[config.mk]
export PLATFORM = sky130hd
export DESIGN_NAME = decimal_text_to_fixed
export DESIGN_NICKNAME = d
export VERILOG_FILES = /design/src/rtl/core/dtf_pkg.sv /design/src/rtl/core/dtf_queue.sv /design/src/rtl/core/dtf_front.sv /design/src/rtl/core/dtf_parse.sv /design/src/rtl/core/dtf_finish.sv /design/src/rtl/core/decimal_text_to_fixed.sv
export SDC_FILE = /design/constraint.sdc
export NUM_CORES = 1
export LEC_CHECK = 0
export BUFFER_PORTS_ARGS = -buffer_cell sky130_fd_sc_hd__clkbuf_2
export CELL_PAD_IN_SITES_DETAIL_PLACEMENT = 0
export CELL_PAD_IN_SITES_GLOBAL_PLACEMENT = 1
export CORE_ASPECT_RATIO = 0.5
export CORE_MARGIN = 8
export CORE_UTILIZATION = 50
export CTS_CLUSTER_SIZE = 14
export DETAILED_ROUTE_END_ITERATION = 16
export MAX_ROUTING_LAYER = met4
export PLACE_DENSITY_LB_ADDON = 0.1
export SLEW_MARGIN = 30
export SYNTH_ARGS = -nofsm -noshare
export SYNTH_HDL_FRONTEND = slang
export SYNTH_SLANG_ARGS = --single-unit
export TNS_END_PERCENT = 100
[constraint.sdc]
create_clock -name clk -period 5.3 [get_ports clk]
set_clock_uncertainty 0.2 [all_clocks]
set_input_delay 1.06 -clock clk [delete_from_list [all_inputs] [get_ports clk]]
set_output_delay 1.06 -clock clk [all_outputs]
set_load 0.005 [all_outputs]
[src/rtl/core/dtf_pkg.sv]
// dtf_pkg: shared types and constants of the decimal text to fixed-point parser.
// Used by every module under rtl/core but dtf_queue; depends on nothing.
package dtf_pkg;

    // fixed widths of the ports
    localparam int VALUE_W   = 48;
    localparam int BYTE_W    = 8;
    localparam int TOL_W     = 16;
    localparam int CFG_IDX_W = 2;
    localparam int INT_W     = 31;
    localparam int DIGIT_W   = 4;
    localparam int SUM_W     = VALUE_W + 2;

    // register indexes of the configuration port
    localparam logic [CFG_IDX_W-1:0] REG_LOWER = 2'd0;
    localparam logic [CFG_IDX_W-1:0] REG_UPPER = 2'd1;
    localparam logic [CFG_IDX_W-1:0] REG_TOL   = 2'd2;

    // reset value of both bounds (-1.0 in Q16, check disabled)
    localparam logic [VALUE_W-1:0] BOUND_RESET = 48'hFFFF_FFFF_0000;

    // characters
    localparam logic [BYTE_W-1:0] CH_NUL   = 8'd0;
    localparam logic [BYTE_W-1:0] CH_TAB   = 8'd9;
    localparam logic [BYTE_W-1:0] CH_CR    = 8'd13;
    localparam logic [BYTE_W-1:0] CH_SPACE = 8'd32;
    localparam logic [BYTE_W-1:0] CH_PLUS  = 8'd43;
    localparam logic [BYTE_W-1:0] CH_MINUS = 8'd45;
    localparam logic [BYTE_W-1:0] CH_DOT   = 8'd46;
    localparam logic [BYTE_W-1:0] CH_ZERO  = 8'd48;
    localparam logic [BYTE_W-1:0] CH_NINE  = 8'd57;

    // integer magnitude limit and 48-bit limits
    localparam logic [INT_W-1:0]             INT_SAT   = 31'h7FFF_FFFF;
    localparam logic [63:0]                  BIG_CAP   = 64'h0001_0000_0000_0000;
    localparam logic signed [SUM_W-1:0]      SUM_MAX48 = 50'sh0_7FFF_FFFF_FFFF;
    localparam logic signed [SUM_W-1:0]      SUM_MIN48 = -50'sh0_8000_0000_0000;

    // queue depths
    localparam int TOKEN_DEPTH  = 4;
    localparam int RESULT_DEPTH = 2;

    // character classes
    typedef enum logic [2:0] {
        TK_END   = 3'd0,
        TK_BLANK = 3'd1,
        TK_MINUS = 3'd2,
        TK_PLUS  = 3'd3,
        TK_DIGIT = 3'd4,
        TK_DOT   = 3'd5,
        TK_OTHER = 3'd6
    } token_kind_t;

    typedef struct packed {
        token_kind_t          kind;
        logic [DIGIT_W-1:0]   digit;
    } token_t;

    // parser phases
    typedef enum logic [5:0] {
        PH_LEAD     = 6'b000001,
        PH_ATOI_WS  = 6'b000010,
        PH_ATOI_DIG = 6'b000100,
        PH_SKIP     = 6'b001000,
        PH_FRAC     = 6'b010000,
        PH_TAIL     = 6'b100000
    } phase_t;

    // sign and saturation marks of a finished number
    typedef struct packed {
        logic inner_neg;
        logic outer_neg;
        logic saturated;
    } flags_t;

    typedef struct packed {
        logic                   valid;
        logic [CFG_IDX_W-1:0]   index;
        logic [VALUE_W-1:0]     data;
    } cfg_write_t;

    typedef struct packed {
        logic [VALUE_W-1:0] value;
        logic               out_of_range;
        logic               int_overflow;
    } result_t;

endpackage

[src/rtl/core/dtf_queue.sv]
// dtf_queue: small register queue with first-word fall-through read.
// Depends on nothing; DEPTH must be a power of two.
module dtf_queue #(
    parameter int WIDTH = 8,
    parameter int DEPTH = 4
) (
    input  logic             clk,
    input  logic             rst_n,
    input  logic             push,
    input  logic [WIDTH-1:0] wdata,
    output logic             full,
    input  logic             pop,
    output logic [WIDTH-1:0] rdata,
    output logic             empty
);
    localparam int AW = (DEPTH > 1) ? $clog2(DEPTH) : 1;

    logic [WIDTH-1:0] mem_reg [DEPTH];
    logic [AW-1:0]    wr_ptr_reg;
    logic [AW-1:0]    rd_ptr_reg;
    logic [AW:0]      count_reg;
    logic [AW:0]      count_next;
    logic             do_push;
    logic             do_pop;

    assign full    = (count_reg == (AW+1)'(DEPTH));
    assign empty   = (count_reg == '0);
    assign do_push = push && !full;
    assign do_pop  = pop && !empty;
    assign rdata   = mem_reg[rd_ptr_reg];

    // occupancy
    always_comb
    begin
        count_next = count_reg;
        if (do_push && !do_pop)
        begin
            count_next = count_reg + 1'b1;
        end
        else if (do_pop && !do_push)
        begin
            count_next = count_reg - 1'b1;
        end
    end

    // pointers and count
    always_ff @(posedge clk or negedge rst_n)
    begin
        if (!rst_n)
        begin
            wr_ptr_reg <= '0;
            rd_ptr_reg <= '0;
            count_reg  <= '0;
        end
        else
        begin
            count_reg <= count_next;
            if (do_push)
            begin
                wr_ptr_reg <= wr_ptr_reg + 1'b1;
            end
            if (do_pop)
            begin
                rd_ptr_reg <= rd_ptr_reg + 1'b1;
            end
        end
    end

    // storage
    always_ff @(posedge clk)
    begin
        if (do_push)
        begin
            mem_reg[wr_ptr_reg] <= wdata;
        end
    end

    a_count_bound: assert property (@(posedge clk) disable iff (!rst_n)
        count_reg <= (AW+1)'(DEPTH))
        else $error("queue count beyond depth");

endmodule

[src/rtl/core/dtf_front.sv]
// dtf_front: takes text bytes, sorts each into a character class and queues it.
// Depends on dtf_pkg and dtf_queue.
module dtf_front (
    input  logic                         clk,
    input  logic                         rst_n,
    input  logic                         push,
    input  logic [dtf_pkg::BYTE_W-1:0]   text_byte,
    output logic                         full,
    output logic                         tok_valid,
    output dtf_pkg::token_t              tok,
    input  logic                         tok_pop
);
    import dtf_pkg::*;

    token_t                   tok_in;
    logic [$bits(token_t)-1:0] q_rdata;
    logic                     q_empty;
    logic                     is_blank;
    logic                     is_digit;

    // character classes
    assign is_blank = (text_byte == CH_SPACE) ||
                      ((text_byte >= CH_TAB) && (text_byte <= CH_CR));
    assign is_digit = (text_byte >= CH_ZERO) && (text_byte <= CH_NINE);

    always_comb
    begin
        tok_in.digit = text_byte[DIGIT_W-1:0] - CH_ZERO[DIGIT_W-1:0];
        priority if (text_byte == CH_NUL)
        begin
            tok_in.kind = TK_END;
        end
        else if (is_blank)
        begin
            tok_in.kind = TK_BLANK;
        end
        else if (is_digit)
        begin
            tok_in.kind = TK_DIGIT;
        end
        else if (text_byte == CH_MINUS)
        begin
            tok_in.kind = TK_MINUS;
        end
        else if (text_byte == CH_PLUS)
        begin
            tok_in.kind = TK_PLUS;
        end
        else if (text_byte == CH_DOT)
        begin
            tok_in.kind = TK_DOT;
        end
        else
        begin
            tok_in.kind = TK_OTHER;
        end
    end

    // queue towards the parser
    dtf_queue #(
        .WIDTH ($bits(token_t)),
        .DEPTH (TOKEN_DEPTH)
    ) u_token_queue (
        .clk   (clk),
        .rst_n (rst_n),
        .push  (push),
        .wdata (tok_in),
        .full  (full),
        .pop   (tok_pop),
        .rdata (q_rdata),
        .empty (q_empty)
    );

    assign tok_valid = !q_empty;
    assign tok       = token_t'(q_rdata);

endmodule

[src/rtl/core/dtf_parse.sv]
// dtf_parse: parser state machine; builds integer part and Q fraction sum,
// hands a finished number to the finishing pipeline. Depends on dtf_pkg.
module dtf_parse #(
    parameter int FRACTION_BITS       = 16,
    parameter int MAX_FRACTION_DIGITS = 6
) (
    input  logic                        clk,
    input  logic                        rst_n,
    input  logic                        tok_valid,
    input  dtf_pkg::token_t             tok,
    output logic                        tok_pop,
    output logic                        fin_valid,
    input  logic                        fin_ready,
    output logic [dtf_pkg::INT_W-1:0]   fin_int,
    output logic [FRACTION_BITS:0]      fin_frac,
    output dtf_pkg::flags_t             fin_flags
);
    import dtf_pkg::*;

    localparam int FW     = FRACTION_BITS + 1;
    localparam int CW     = $clog2(MAX_FRACTION_DIGITS + 1);
    localparam int IW     = (MAX_FRACTION_DIGITS > 1) ? $clog2(MAX_FRACTION_DIGITS) : 1;
    localparam int TERM_W = FRACTION_BITS + DIGIT_W;
    localparam int PROD_W = INT_W + 4;

    // weight of the k-th fraction digit: round(2^FRACTION_BITS / 10^k)
    logic [FRACTION_BITS-1:0] step_tab [MAX_FRACTION_DIGITS];

    for (genvar k = 0; k < MAX_FRACTION_DIGITS; k++)
    begin : g_step
        localparam logic [63:0] POW  = 64'd10 ** (k + 1);
        localparam logic [63:0] STEP = ((64'd1 << FRACTION_BITS) + POW / 64'd2) / POW;
        assign step_tab[k] = STEP[FRACTION_BITS-1:0];
    end

    phase_t             phase_reg, phase_next;
    logic               outer_neg_reg, outer_neg_next;
    logic               inner_neg_reg, inner_neg_next;
    logic [INT_W-1:0]   int_reg, int_next;
    logic [FW-1:0]      frac_reg, frac_next;
    logic [CW-1:0]      cnt_reg, cnt_next;
    logic               sat_reg, sat_next;

    logic               go_dig;
    logic               go_skip;
    logic               is_end;
    logic [PROD_W-1:0]  prod;
    logic [TERM_W-1:0]  term;

    // handshake with the token queue and the finishing pipeline
    assign is_end    = (tok.kind == TK_END);
    assign tok_pop   = tok_valid && (!is_end || fin_ready);
    assign fin_valid = tok_valid && is_end;
    assign fin_int   = int_reg;
    assign fin_frac  = frac_reg;
    assign fin_flags = '{inner_neg: inner_neg_reg, outer_neg: outer_neg_reg,
                         saturated: sat_reg};

    // times-ten step and fraction weight
    assign prod = (PROD_W'(int_reg) << 3) + (PROD_W'(int_reg) << 1) + PROD_W'(tok.digit);
    assign term = TERM_W'(tok.digit) * TERM_W'(step_tab[cnt_reg[IW-1:0]]);

    // next parser state for one character
    always_comb
    begin
        phase_next     = phase_reg;
        outer_neg_next = outer_neg_reg;
        inner_neg_next = inner_neg_reg;
        int_next       = int_reg;
        frac_next      = frac_reg;
        cnt_next       = cnt_reg;
        sat_next       = sat_reg;
        go_dig         = 1'b0;
        go_skip        = 1'b0;
        if (tok_pop)
        begin
            if (is_end)
            begin
                phase_next     = PH_LEAD;
                outer_neg_next = 1'b0;
                inner_neg_next = 1'b0;
                int_next       = '0;
                frac_next      = '0;
                cnt_next       = '0;
                sat_next       = 1'b0;
            end
            else
            begin
                unique case (phase_reg)
                    PH_LEAD:
                    begin
                        priority if (tok.kind == TK_BLANK)
                        begin
                        end
                        else if (tok.kind == TK_MINUS)
                        begin
                            outer_neg_next = 1'b1;
                            phase_next     = PH_ATOI_WS;
                        end
                        else if (tok.kind == TK_PLUS)
                        begin
                            phase_next = PH_ATOI_WS;
                        end
                        else
                        begin
                            go_dig = 1'b1;
                        end
                    end
                    PH_ATOI_WS:
                    begin
                        priority if (tok.kind == TK_BLANK)
                        begin
                        end
                        else if (tok.kind == TK_MINUS)
                        begin
                            inner_neg_next = 1'b1;
                            phase_next     = PH_ATOI_DIG;
                        end
                        else if (tok.kind == TK_PLUS)
                        begin
                            phase_next = PH_ATOI_DIG;
                        end
                        else
                        begin
                            go_dig = 1'b1;
                        end
                    end
                    PH_ATOI_DIG:
                    begin
                        go_dig = 1'b1;
                    end
                    PH_SKIP:
                    begin
                        go_skip = 1'b1;
                    end
                    PH_FRAC:
                    begin
                        if (tok.kind == TK_DIGIT)
                        begin
                            if (cnt_reg < CW'(MAX_FRACTION_DIGITS))
                            begin
                                cnt_next  = cnt_reg + 1'b1;
                                frac_next = frac_reg + term[FW-1:0];
                            end
                        end
                        else
                        begin
                            phase_next = PH_TAIL;
                        end
                    end
                    PH_TAIL:
                    begin
                    end
                    default:
                    begin
                    end
                endcase

                // integer digits, saturating at the 31-bit limit
                if (go_dig)
                begin
                    if (tok.kind == TK_DIGIT)
                    begin
                        phase_next = PH_ATOI_DIG;
                        if (prod > PROD_W'(INT_SAT))
                        begin
                            int_next = INT_SAT;
                            sat_next = 1'b1;
                        end
                        else
                        begin
                            int_next = prod[INT_W-1:0];
                        end
                    end
                    else
                    begin
                        go_skip = 1'b1;
                    end
                end

                // junk up to the decimal point
                if (go_skip)
                begin
                    phase_next = (tok.kind == TK_DOT) ? PH_FRAC : PH_SKIP;
                end
            end
        end
    end

    // parser state
    always_ff @(posedge clk or negedge rst_n)
    begin
        if (!rst_n)
        begin
            phase_reg     <= PH_LEAD;
            outer_neg_reg <= 1'b0;
            inner_neg_reg <= 1'b0;
            int_reg       <= '0;
            frac_reg      <= '0;
            cnt_reg       <= '0;
            sat_reg       <= 1'b0;
        end
        else
        begin
            phase_reg     <= phase_next;
            outer_neg_reg <= outer_neg_next;
            inner_neg_reg <= inner_neg_next;
            int_reg       <= int_next;
            frac_reg      <= frac_next;
            cnt_reg       <= cnt_next;
            sat_reg       <= sat_next;
        end
    end

    a_sat_holds_limit: assert property (@(posedge clk) disable iff (!rst_n)
        sat_reg |-> (int_reg == INT_SAT))
        else $error("saturation mark without saturated integer");

    a_frac_only_after_dot: assert property (@(posedge clk) disable iff (!rst_n)
        (cnt_reg != '0) |-> ((phase_reg == PH_FRAC) || (phase_reg == PH_TAIL)))
        else $error("fraction digits counted outside the fraction");

    a_end_stall_holds: assert property (@(posedge clk) disable iff (!rst_n)
        (fin_valid && !fin_ready) |=> ($stable(int_reg) && $stable(frac_reg) &&
                                       $stable(phase_reg)))
        else $error("parser state moved while the finished number waited");

endmodule

[src/rtl/core/dtf_finish.sv]
// dtf_finish: configuration registers, value assembly, 48-bit saturation,
// bound check and result queue. Depends on dtf_pkg and dtf_queue.
module dtf_finish #(
    parameter int FRACTION_BITS = 16
) (
    input  logic                          clk,
    input  logic                          rst_n,
    input  dtf_pkg::cfg_write_t           cfg_wr,
    input  logic                          fin_valid,
    output logic                          fin_ready,
    input  logic [dtf_pkg::INT_W-1:0]     fin_int,
    input  logic [FRACTION_BITS:0]        fin_frac,
    input  dtf_pkg::flags_t               fin_flags,
    output logic                          empty,
    input  logic                          pop,
    output dtf_pkg::result_t              result
);
    import dtf_pkg::*;

    // configuration and precomputed limits
    logic [VALUE_W-1:0]       lower_reg;
    logic [VALUE_W-1:0]       upper_reg;
    logic [TOL_W-1:0]         tol_reg;
    logic signed [SUM_W-1:0]  lim_lo_reg, lim_lo_next;
    logic signed [SUM_W-1:0]  lim_hi_reg, lim_hi_next;
    logic                     lo_en_reg;
    logic                     hi_en_reg;

    // pipeline
    logic                     s1_valid_reg;
    logic signed [SUM_W-1:0]  s1_sum_reg, s1_sum_next;
    logic                     s1_outer_reg;
    logic                     s1_sat_reg;
    logic                     s2_valid_reg;
    logic [VALUE_W-1:0]       s2_value_reg, s2_value_next;
    logic                     s2_sat_reg;

    logic                     s1_ready;
    logic                     s2_ready;
    logic [63:0]              big_full;
    logic [VALUE_W:0]         big_cap;
    logic signed [SUM_W-1:0]  s2_neg;
    logic signed [SUM_W-1:0]  s2_value_ext;
    logic                     bad;
    result_t                  res_in;
    logic [$bits(result_t)-1:0] q_rdata;
    logic                     q_full;

    // register writes
    always_ff @(posedge clk or negedge rst_n)
    begin
        if (!rst_n)
        begin
            lower_reg <= BOUND_RESET;
            upper_reg <= BOUND_RESET;
            tol_reg   <= '0;
        end
        else if (cfg_wr.valid)
        begin
            unique case (cfg_wr.index)
                REG_LOWER: lower_reg <= cfg_wr.data;
                REG_UPPER: upper_reg <= cfg_wr.data;
                REG_TOL:   tol_reg   <= cfg_wr.data[TOL_W-1:0];
                default:   ;
            endcase
        end
    end

    // bounds widened by the tolerance
    assign lim_lo_next = $signed({{(SUM_W-VALUE_W){lower_reg[VALUE_W-1]}}, lower_reg}) -
                         $signed(SUM_W'(tol_reg));
    assign lim_hi_next = $signed({{(SUM_W-VALUE_W){upper_reg[VALUE_W-1]}}, upper_reg}) +
                         $signed(SUM_W'(tol_reg));

    always_ff @(posedge clk or negedge rst_n)
    begin
        if (!rst_n)
        begin
            lim_lo_reg <= $signed({{(SUM_W-VALUE_W){1'b1}}, BOUND_RESET});
            lim_hi_reg <= $signed({{(SUM_W-VALUE_W){1'b1}}, BOUND_RESET});
            lo_en_reg  <= 1'b0;
            hi_en_reg  <= 1'b0;
        end
        else
        begin
            lim_lo_reg <= lim_lo_next;
            lim_hi_reg <= lim_hi_next;
            lo_en_reg  <= !lower_reg[VALUE_W-1];
            hi_en_reg  <= !upper_reg[VALUE_W-1];
        end
    end

    // pipeline flow
    assign s2_ready  = !s2_valid_reg || !q_full;
    assign s1_ready  = !s1_valid_reg || s2_ready;
    assign fin_ready = s1_ready;

    // stage 1: scale and cap the integer, then add the fraction to it or subtract it from the fraction
    assign big_full = 64'(fin_int) << FRACTION_BITS;
    assign big_cap  = (big_full > BIG_CAP) ? BIG_CAP[VALUE_W:0] : big_full[VALUE_W:0];

    always_comb
    begin
        if (fin_flags.inner_neg)
        begin
            s1_sum_next = $signed(SUM_W'(fin_frac) - SUM_W'(big_cap));
        end
        else
        begin
            s1_sum_next = $signed(SUM_W'(big_cap) + SUM_W'(fin_frac));
        end
    end

    // stage 2: outer sign and 48-bit saturation
    assign s2_neg = s1_outer_reg ? -s1_sum_reg : s1_sum_reg;

    always_comb
    begin
        priority if (s2_neg > SUM_MAX48)
        begin
            s2_value_next = SUM_MAX48[VALUE_W-1:0];
        end
        else if (s2_neg < SUM_MIN48)
        begin
            s2_value_next = SUM_MIN48[VALUE_W-1:0];
        end
        else
        begin
            s2_value_next = s2_neg[VALUE_W-1:0];
        end
    end

    always_ff @(posedge clk or negedge rst_n)
    begin
        if (!rst_n)
        begin
            s1_valid_reg <= 1'b0;
            s2_valid_reg <= 1'b0;
        end
        else
        begin
            if (s1_ready)
            begin
                s1_valid_reg <= fin_valid;
            end
            if (s2_ready)
            begin
                s2_valid_reg <= s1_valid_reg;
            end
        end
    end

    always_ff @(posedge clk)
    begin
        if (s1_ready && fin_valid)
        begin
            s1_sum_reg   <= s1_sum_next;
            s1_outer_reg <= fin_flags.outer_neg;
            s1_sat_reg   <= fin_flags.saturated;
        end
        if (s2_ready && s1_valid_reg)
        begin
            s2_value_reg <= s2_value_next;
            s2_sat_reg   <= s1_sat_reg;
        end
    end

    // bound check on the way into the result queue
    assign s2_value_ext = $signed({{(SUM_W-VALUE_W){s2_value_reg[VALUE_W-1]}}, s2_value_reg});
    assign bad = (lo_en_reg && (s2_value_ext < lim_lo_reg)) ||
                 (hi_en_reg && (s2_value_ext > lim_hi_reg));

    assign res_in = '{value: s2_value_reg, out_of_range: bad, int_overflow: s2_sat_reg};

    dtf_queue #(
        .WIDTH ($bits(result_t)),
        .DEPTH (RESULT_DEPTH)
    ) u_result_queue (
        .clk   (clk),
        .rst_n (rst_n),
        .push  (s2_valid_reg),
        .wdata (res_in),
        .full  (q_full),
        .pop   (pop),
        .rdata (q_rdata),
        .empty (empty)
    );

    assign result = result_t'(q_rdata);

    a_stage2_holds: assert property (@(posedge clk) disable iff (!rst_n)
        (s2_valid_reg && q_full) |=> (s2_valid_reg && $stable(s2_value_reg)))
        else $error("stalled number left the last stage");

endmodule

[src/rtl/core/decimal_text_to_fixed.sv]
// decimal_text_to_fixed: ASCII decimal text to signed Q fixed-point parser.
// Depends on dtf_pkg, dtf_front, dtf_parse, dtf_finish.
//
// Usage
//   Input channel: one text byte per item, taken when push is high and full
//   is low. A zero byte ends the number; other bytes give no result.
//   Result channel: number_value, out_of_range and int_overflow of the oldest
//   finished number are valid while empty is low; pop takes it.
//   Configuration: cfg_valid/cfg_ready write cfg_data to register cfg_index
//   (0 lower bound, 1 upper bound, 2 tolerance); cfg_ready is always high.
//   Write registers only while no number is in flight.
// Timing
//   One byte per cycle while full is low. A result passes from the token queue
//   through the assembly stage and the saturation stage into the result queue
//   before it shows on the result ports. The parser hands the zero byte on
//   in the cycle it reaches the head of the token queue, if stage 1 is ready.
// Reset
//   rst_n clears the parser, both queues and the pipeline; bounds return to
//   -1.0 (checks off) and the tolerance to zero.
// Stall
//   A held-off result fills the result queue and pipeline, then the parser
//   stops at the next zero byte and full rises once the token queue fills.
module decimal_text_to_fixed #(
    parameter int FRACTION_BITS       = 16,
    parameter int MAX_FRACTION_DIGITS = 6
) (
    input  logic                             clk,
    input  logic                             rst_n,
    input  logic                             push,
    output logic                             full,
    input  logic [dtf_pkg::BYTE_W-1:0]       text_byte,
    output logic                             empty,
    input  logic                             pop,
    output logic [dtf_pkg::VALUE_W-1:0]      number_value,
    output logic                             out_of_range,
    output logic                             int_overflow,
    input  logic                             cfg_valid,
    output logic                             cfg_ready,
    input  logic [dtf_pkg::CFG_IDX_W-1:0]    cfg_index,
    input  logic [dtf_pkg::VALUE_W-1:0]      cfg_data
);
    import dtf_pkg::*;

    token_t               tok;
    logic                 tok_valid;
    logic                 tok_pop;
    logic                 fin_valid;
    logic                 fin_ready;
    logic [INT_W-1:0]     fin_int;
    logic [FRACTION_BITS:0] fin_frac;
    flags_t               fin_flags;
    cfg_write_t           cfg_wr;
    result_t              result;

    // configuration write
    assign cfg_ready = 1'b1;
    assign cfg_wr    = '{valid: cfg_valid && cfg_ready, index: cfg_index, data: cfg_data};

    // classification and token queue
    dtf_front u_front (
        .clk       (clk),
        .rst_n     (rst_n),
        .push      (push),
        .text_byte (text_byte),
        .full      (full),
        .tok_valid (tok_valid),
        .tok       (tok),
        .tok_pop   (tok_pop)
    );

    // parser
    dtf_parse #(
        .FRACTION_BITS       (FRACTION_BITS),
        .MAX_FRACTION_DIGITS (MAX_FRACTION_DIGITS)
    ) u_parse (
        .clk       (clk),
        .rst_n     (rst_n),
        .tok_valid (tok_valid),
        .tok       (tok),
        .tok_pop   (tok_pop),
        .fin_valid (fin_valid),
        .fin_ready (fin_ready),
        .fin_int   (fin_int),
        .fin_frac  (fin_frac),
        .fin_flags (fin_flags)
    );

    // value assembly, bound check, result queue
    dtf_finish #(
        .FRACTION_BITS (FRACTION_BITS)
    ) u_finish (
        .clk       (clk),
        .rst_n     (rst_n),
        .cfg_wr    (cfg_wr),
        .fin_valid (fin_valid),
        .fin_ready (fin_ready),
        .fin_int   (fin_int),
        .fin_frac  (fin_frac),
        .fin_flags (fin_flags),
        .empty     (empty),
        .pop       (pop),
        .result    (result)
    );

    assign number_value = result.value;
    assign out_of_range = result.out_of_range;
    assign int_overflow = result.int_overflow;

endmodule
Yosys cells after proc, flatten, opt, wreduce, memory -nomap -nowiden:

Memories as Yosys holds them, arrays and structs flattened.
Cells that the tools add are included.

* add/subtract/negate cells: 17
* multiply operators: 1
* divide/modulo/power cells: 0
* magnitude comparators: 12
* eq/ne operators: 19
* shift operators: 0
* multiplexer cells: 66
* bitwise logic cells: 1
* reduce and logical (&&, ||, !) cells: 58

Operators by type and width (count)
* two-way mux 31 bit: 4
* two-way mux 50 bit: 2
* two-way mux 17 bit: 4
* two-way mux 6 bit: 11
* adder 49 x 17 -> 50 bit: 1
* greater-than comparator 48 x 50 -> 1 bit: 1
* greater-than comparator 50 x 48 -> 1 bit, second input constant: 1
* less-than comparator 48 x 50 -> 1 bit: 1
* less-than comparator 50 x 48 -> 1 bit, second input constant: 1
* negator 50 bit: 1
* subtractor 17 x 49 -> 50 bit: 1
* adder 48 x 17 -> 49 bit: 1
* greater-than comparator 47 x 49 -> 1 bit, second input constant: 1
* two-way mux 49 bit: 1
* subtractor 48 x 17 -> 49 bit: 1
* two-way mux 48 bit: 1
* adder 34 x 32 -> 35 bit: 1
* adder 35 x 4 -> 35 bit: 1
* greater-than comparator 35 x 31 -> 1 bit, second input constant: 1
* two-way mux 3 bit: 11
* == test 8 x 6 -> 1 bit, second input constant: 4
* two-way mux 16 bit: 2
* two-way mux 1 bit: 24
* nonzero test 2 bit: 10
* other kinds (39): 87

* register bits: 388
* latch bits: 0
* RAM bits: 128
* bits in read-only memories: 128
* input bits: 63
* output and inout port bits: 53
* word-level logic and storage cells: 204
* memories: 3

Memories
* (name not given): words 8, width 16, read ports 1, clocked after memory_dff 0, write ports 0, line dtf_parse.sv:61 `assign term = TERM_W'(tok.digit) * TERM_W'(step_tab[cnt_reg[IW-1:0]]);`
* u_finish.u_result_queue.mem_reg: words 2, width 50, read ports 1, clocked after memory_dff 0, write ports 1, line dtf_queue.sv:18 `logic [WIDTH-1:0] mem_reg [DEPTH];`
* u_front.u_token_queue.mem_reg: words 4, width 7, read ports 1, clocked after memory_dff 0, write ports 1, line dtf_queue.sv:18

Depth between registers and ports, before layout:

An unclocked memory read counts as a cell.

* depth in word-level cells: 13
* mapped depth: 19
* depth with buffers taken out: 18

Hierarchy:

From an unflattened synthesis, not the netlist that was laid out.

* cells, all modules: 2778
* area, all modules: 30953.4 µm²

By module, submodules not included
* dtf_finish: times used 1, cells an instance 1697, area each 18425.2 µm², sequential area each 8550.7 µm²
* dtf_parse: times used 1, cells an instance 801, area each 6809.0 µm², sequential area each 1502.7 µm²
* dtf_queue (u_finish.u_result_queue): times used 1, cells an instance 175, area each 4057.6 µm², sequential area each 3103.0 µm²
* dtf_queue (u_front.u_token_queue): times used 1, cells an instance 74, area each 1440.1 µm², sequential area each 1016.0 µm²
* dtf_front: times used 1, cells an instance 29, area each 210.2 µm², sequential area each 0.0 µm²
* decimal_text_to_fixed: times used 1, cells an instance 2, area each 11.3 µm², sequential area each 0.0 µm²

Worst setup path before layout:

No wires, ideal clock.

* path kind: register to register
* start: register u_front.u_token_queue.rd_ptr_reg[0]
* end: register u_parse.frac_reg[16], in the netlist u_parse.fin_frac[16]
* setup time: 83 ps
* arrival: 4653 ps
* required time: 5017 ps
* path slack: 364 ps
* stages on the path, launching flop included: 19
* path buffers: 1
* period minus slack after synthesis: 4936 ps
* cells stage by stage: dfrtp_1 buf_2 mux4_2 and2_1 nand2_1 inv_1 fa_1 fa_1 inv_1 fa_1 inv_1 ha_1 or3_1 o211ai_1 a31oi_1 a211oi_1 xnor2_1 or3_1 o21ai_0

* cells in the longest elaborated chain, start to end: 7
* elaborated cells on any way between the ends: 16
* those cells by class: add/sub (1); mul (1); eq/ne (1); mux (4); reduce/logical (8); memory (1)

Ends and longest elaborated chain
* start: declaration: line dtf_queue.sv:20 `logic [AW-1:0] rd_ptr_reg;`
* start signal: assignment: line dtf_queue.sv:64 `rd_ptr_reg <= rd_ptr_reg + 1'b1;`
* memory (4 x 7 bit) *
* multiplier 4 x 16 -> 17 bit: line dtf_parse.sv:61
* adder 17 bit: line dtf_parse.sv:143 `frac_next = frac_reg + term[FW-1:0];`
* two-way mux 17 bit: line dtf_parse.sv:140 `if (cnt_reg < CW'(MAX_FRACTION_DIGITS))`
* two-way mux 17 bit: line dtf_parse.sv:138 `if (tok.kind == TK_DIGIT)`
* two-way mux 17 bit: line dtf_parse.sv:89 `unique case (phase_reg)`
* two-way mux 17 bit: line dtf_parse.sv:77 `if (is_end)`
* end signal: assignment: line dtf_parse.sv:209 `frac_reg <= frac_next;`
* end: declaration: line dtf_parse.sv:40 `logic [FW-1:0] frac_reg, frac_next;`

Mark *: on every way between the ends. The rest lies on a longest branch, timed or not. The select of a mux whose other input is x is not followed.
A chain may end at the register's enable or synchronous reset.

Worst setup path in the final report:

Same ends and word-level chain as after synthesis.

==> metrics.txt <==
status=completed; met1 usage=0.299; startpoint types=flip-flop; Starting Density=0.502; cell with the most instances after synthesis=inv_1; Unique masters post-synth=83; DR WL/cell=18.6 um; Setup TNS Final=0 ns; sequential share of the synthesized area=0.464; met3 Usage GRT=0.0282; first-pass GRT wire length=between 100000 and 150000 um; M2 GR Usage=0.305; Top Usage Layer GRT=met2; Yosys top cell by area=edfxtp_1; top post-synthesis cells by count=inv_1, ha_1, edfxtp_1; CP Max Fanout=4; synth top area cells=edfxtp_1, dfrtp_1, dfstp_2; instance area at placement=0.0320 mm^2; GR Overflow Total=0; max-cap violations=0; Fin. Hold Viols=0; Syn. warnings=0; IO Pins=116; CTS clock-pin slew for the worst setup and hold paths=0.07 ns; Synth Cell Area=0.0305 mm^2; input/output buffers=between 100 and 150; Final Slew Violations=0; worst relative slew slack=0.353; CP max-delay cell=mux4_2; Crit Path Category=reg -> reg; Final HPWL DP=51500 um; # rows=64; Synth Area per Inst=about 11 um^2; final WL=69400 um; 1st-pass router iterations=5; Setup-failing EPs final=0; Core ar.=0.0608 mm^2; crit path DAT=5.32 ns; # diodes=0; Nets=3202; Peak VDD IR=between 0.0004 and 0.0005 V; Mapped Nets=3112; vias per cell=5.52; CTS Root Buffer Type=clkbuf_16; Pwr Total=approximately 23000 uW; Slew @ Worst Pin=0.968 ns; total leakage power=0.0143 uW; GPL Wtd Cong=approximately 0.84; Iteration-0 DRC Markers=about 1300; number of routed nets with antenna violations=0; antenna violations before repair=2; Post-synth EDFFs=229; Worst EP required=around 5.6 ns; clock net sink count=514; Die Y=191 um; Vias=20600; Most used DFF post-synth=edfxtp_1; highest clock rate=~200 MHz; RSZ-0062 raised after global routing=false; Synth async-reset ratio=0.554; vias in the first global route=20300; number of buffers created by CTS=49; PwrDens=679 mW/mm^2; register bit total from synthesis=between 500 and 600; GRT Total Usage=0.204; most used cell, CP=fa_1; area grow syn2layout=10.0%; min-delay worst type=reg -> reg; slowest cell delay on critical path=0.55 ns; max reg flops=100; worst skew pair latency=0.60 ns; die area=0.0697 mm^2; CTS Buffer Depth=3; largest net degree at the start of global routing=101; Final period util=0.944; Tmin final=5.00 ns; # fillers=5322; hold buffers post-CTS=0; CTS H-tree depth=2; CTS tree=done; Post-Synthesis Cells=2780; # DRC=0; top-area cell type share of the netlist area=0.225; worst path cell trace=mux4_2, and2_1, nand2_1, inv_2, fa_1, fa_1, inv_1, fa_1, inv_1, ha_1, or3_4, o211ai_1, a31oi_2, a211oi_2, xnor2_1, or3_1, o21ai_0; layout cells sized above 1=0.202; Finished Cell Area=0.0336 mm^2; Die Width=365 um; Worst Setup End Kind=flip-flop
[per-stage QoR]
step	cells	utilization	setup WS, ns	hold slack [ns]
after detailed placement	3642	0.526	0.156	0.247
after floorplan	2780	-	0.364	0.200
after global routing	3735	0.553	0.00273	0.278
after global placement	3641	0.526	0.212	0.247
final	3735	0.553	0.297	0.259
after CTS	3733	0.552	0.147	0.264
[critical path, delay by kind of cell (launching register included)]
family,cells,cell delay [ns]
AOI/OAI and AO/OA,4,0.78
and+or+nand+nor,4,1.05
muxes,1,0.55
buffers and inverters,3,0.17
xor gates and xnor gates,1,0.10
DFF,1,0.41
adders and majority gates,4,1.66
[path summary, 6_finish.rpt]
kind                                                                  from                                        endpoint  slack [ns]  depth (start not counted)
setup / recovery           u_front.u_token_queue.rd_ptr_reg[0]$_DFFE_PN0P_                u_parse.fin_frac[16]$_DFFE_PN0P_        0.30                         17
setup reg to reg           u_front.u_token_queue.rd_ptr_reg[0]$_DFFE_PN0P_                u_parse.fin_frac[16]$_DFFE_PN0P_        0.30                         17
max in group asynchronous                                            rst_n  u_finish.u_result_queue.rd_ptr_reg$_DFFE_PN0P_        3.54                          2
hold reg to reg                          u_parse.outer_neg_reg$_DFFE_PN0P_                 u_finish.s1_outer_reg$_DFFE_PP_        0.26                          0
min in group asynchronous                                            rst_n                u_finish.lim_lo_reg[1]$_DFF_PN0_        0.36                          1
hold / removal                           u_parse.outer_neg_reg$_DFFE_PN0P_                 u_finish.s1_outer_reg$_DFFE_PP_        0.26                          0
[layout by cell type, fill, tap and decap left out, types with 40 or more instances in the layout]
master / instances
dfrtp_1: 152
nor2_1: 128
clkbuf_2: 113
nand4_1: 40
edfxtp_1: 229
o21ai_0: 127
a21o_1: 56
nand3_1: 44
ha_1: 236
xnor2_1: 123
nand2_1: 158
dfstp_2: 131
a21oi_1: 156
clkbuf_16: 49
xor2_1: 104
mux2_2: 160
inv_1: 242
nor3_1: 45
[layer usage]
metal	share of wire	up-vias
met2	0.44	336
met1	0.50	10000
li1	-	10200
met4	0.015	0
met5	0	-
met3	0.045	66
[kinds of logic (layout without fill, tap and decap cells)]
kind of cell / count (synthesis) / count (layout) / share of synthesized area
xor+xnor: 227 / 227 / 0.0651
simple gates: 650 / 650 / 0.112
buf+inv: 353 / 483 / 0.0469
flops: 514 / 514 / 0.464
other cells: 1 / 1 / 0.000123
compound gates: 589 / 589 / 0.126
fa+ha+maj: 269 / 269 / 0.118
mux: 177 / 177 / 0.0675
[report_power, final]
group | leakage, uW | internal, uW | switching [uW] | total, uW
Clock | 0.000749 | 1940 | 1570 | 3510
Combinational | 0.00811 | 5260 | 6890 | 12100
Sequential | 0.00539 | 6130 | 1030 | 7160
Total | 0.0143 | 13300 | 9490 | 22800
[final cells by class]
type                       count  area (um^2)  area share
inverter                     244          918      0.0273
clock buffer                  64         1300      0.0388
timing repair buffer         148          893      0.0266
multi-input combinational   1913        15000       0.447
sequential                   514        14200       0.422
tap                          825         1030      0.0307
clock inverter                27          260     0.00775
[timing repair]
item	CTS	global route
resized for setup	0	5
endpoints found under the hold margin	0	0
buffers inserted	0	2
setup endpoints to repair	0	2
No activity file was read; power rests on OpenSTA's default activity.
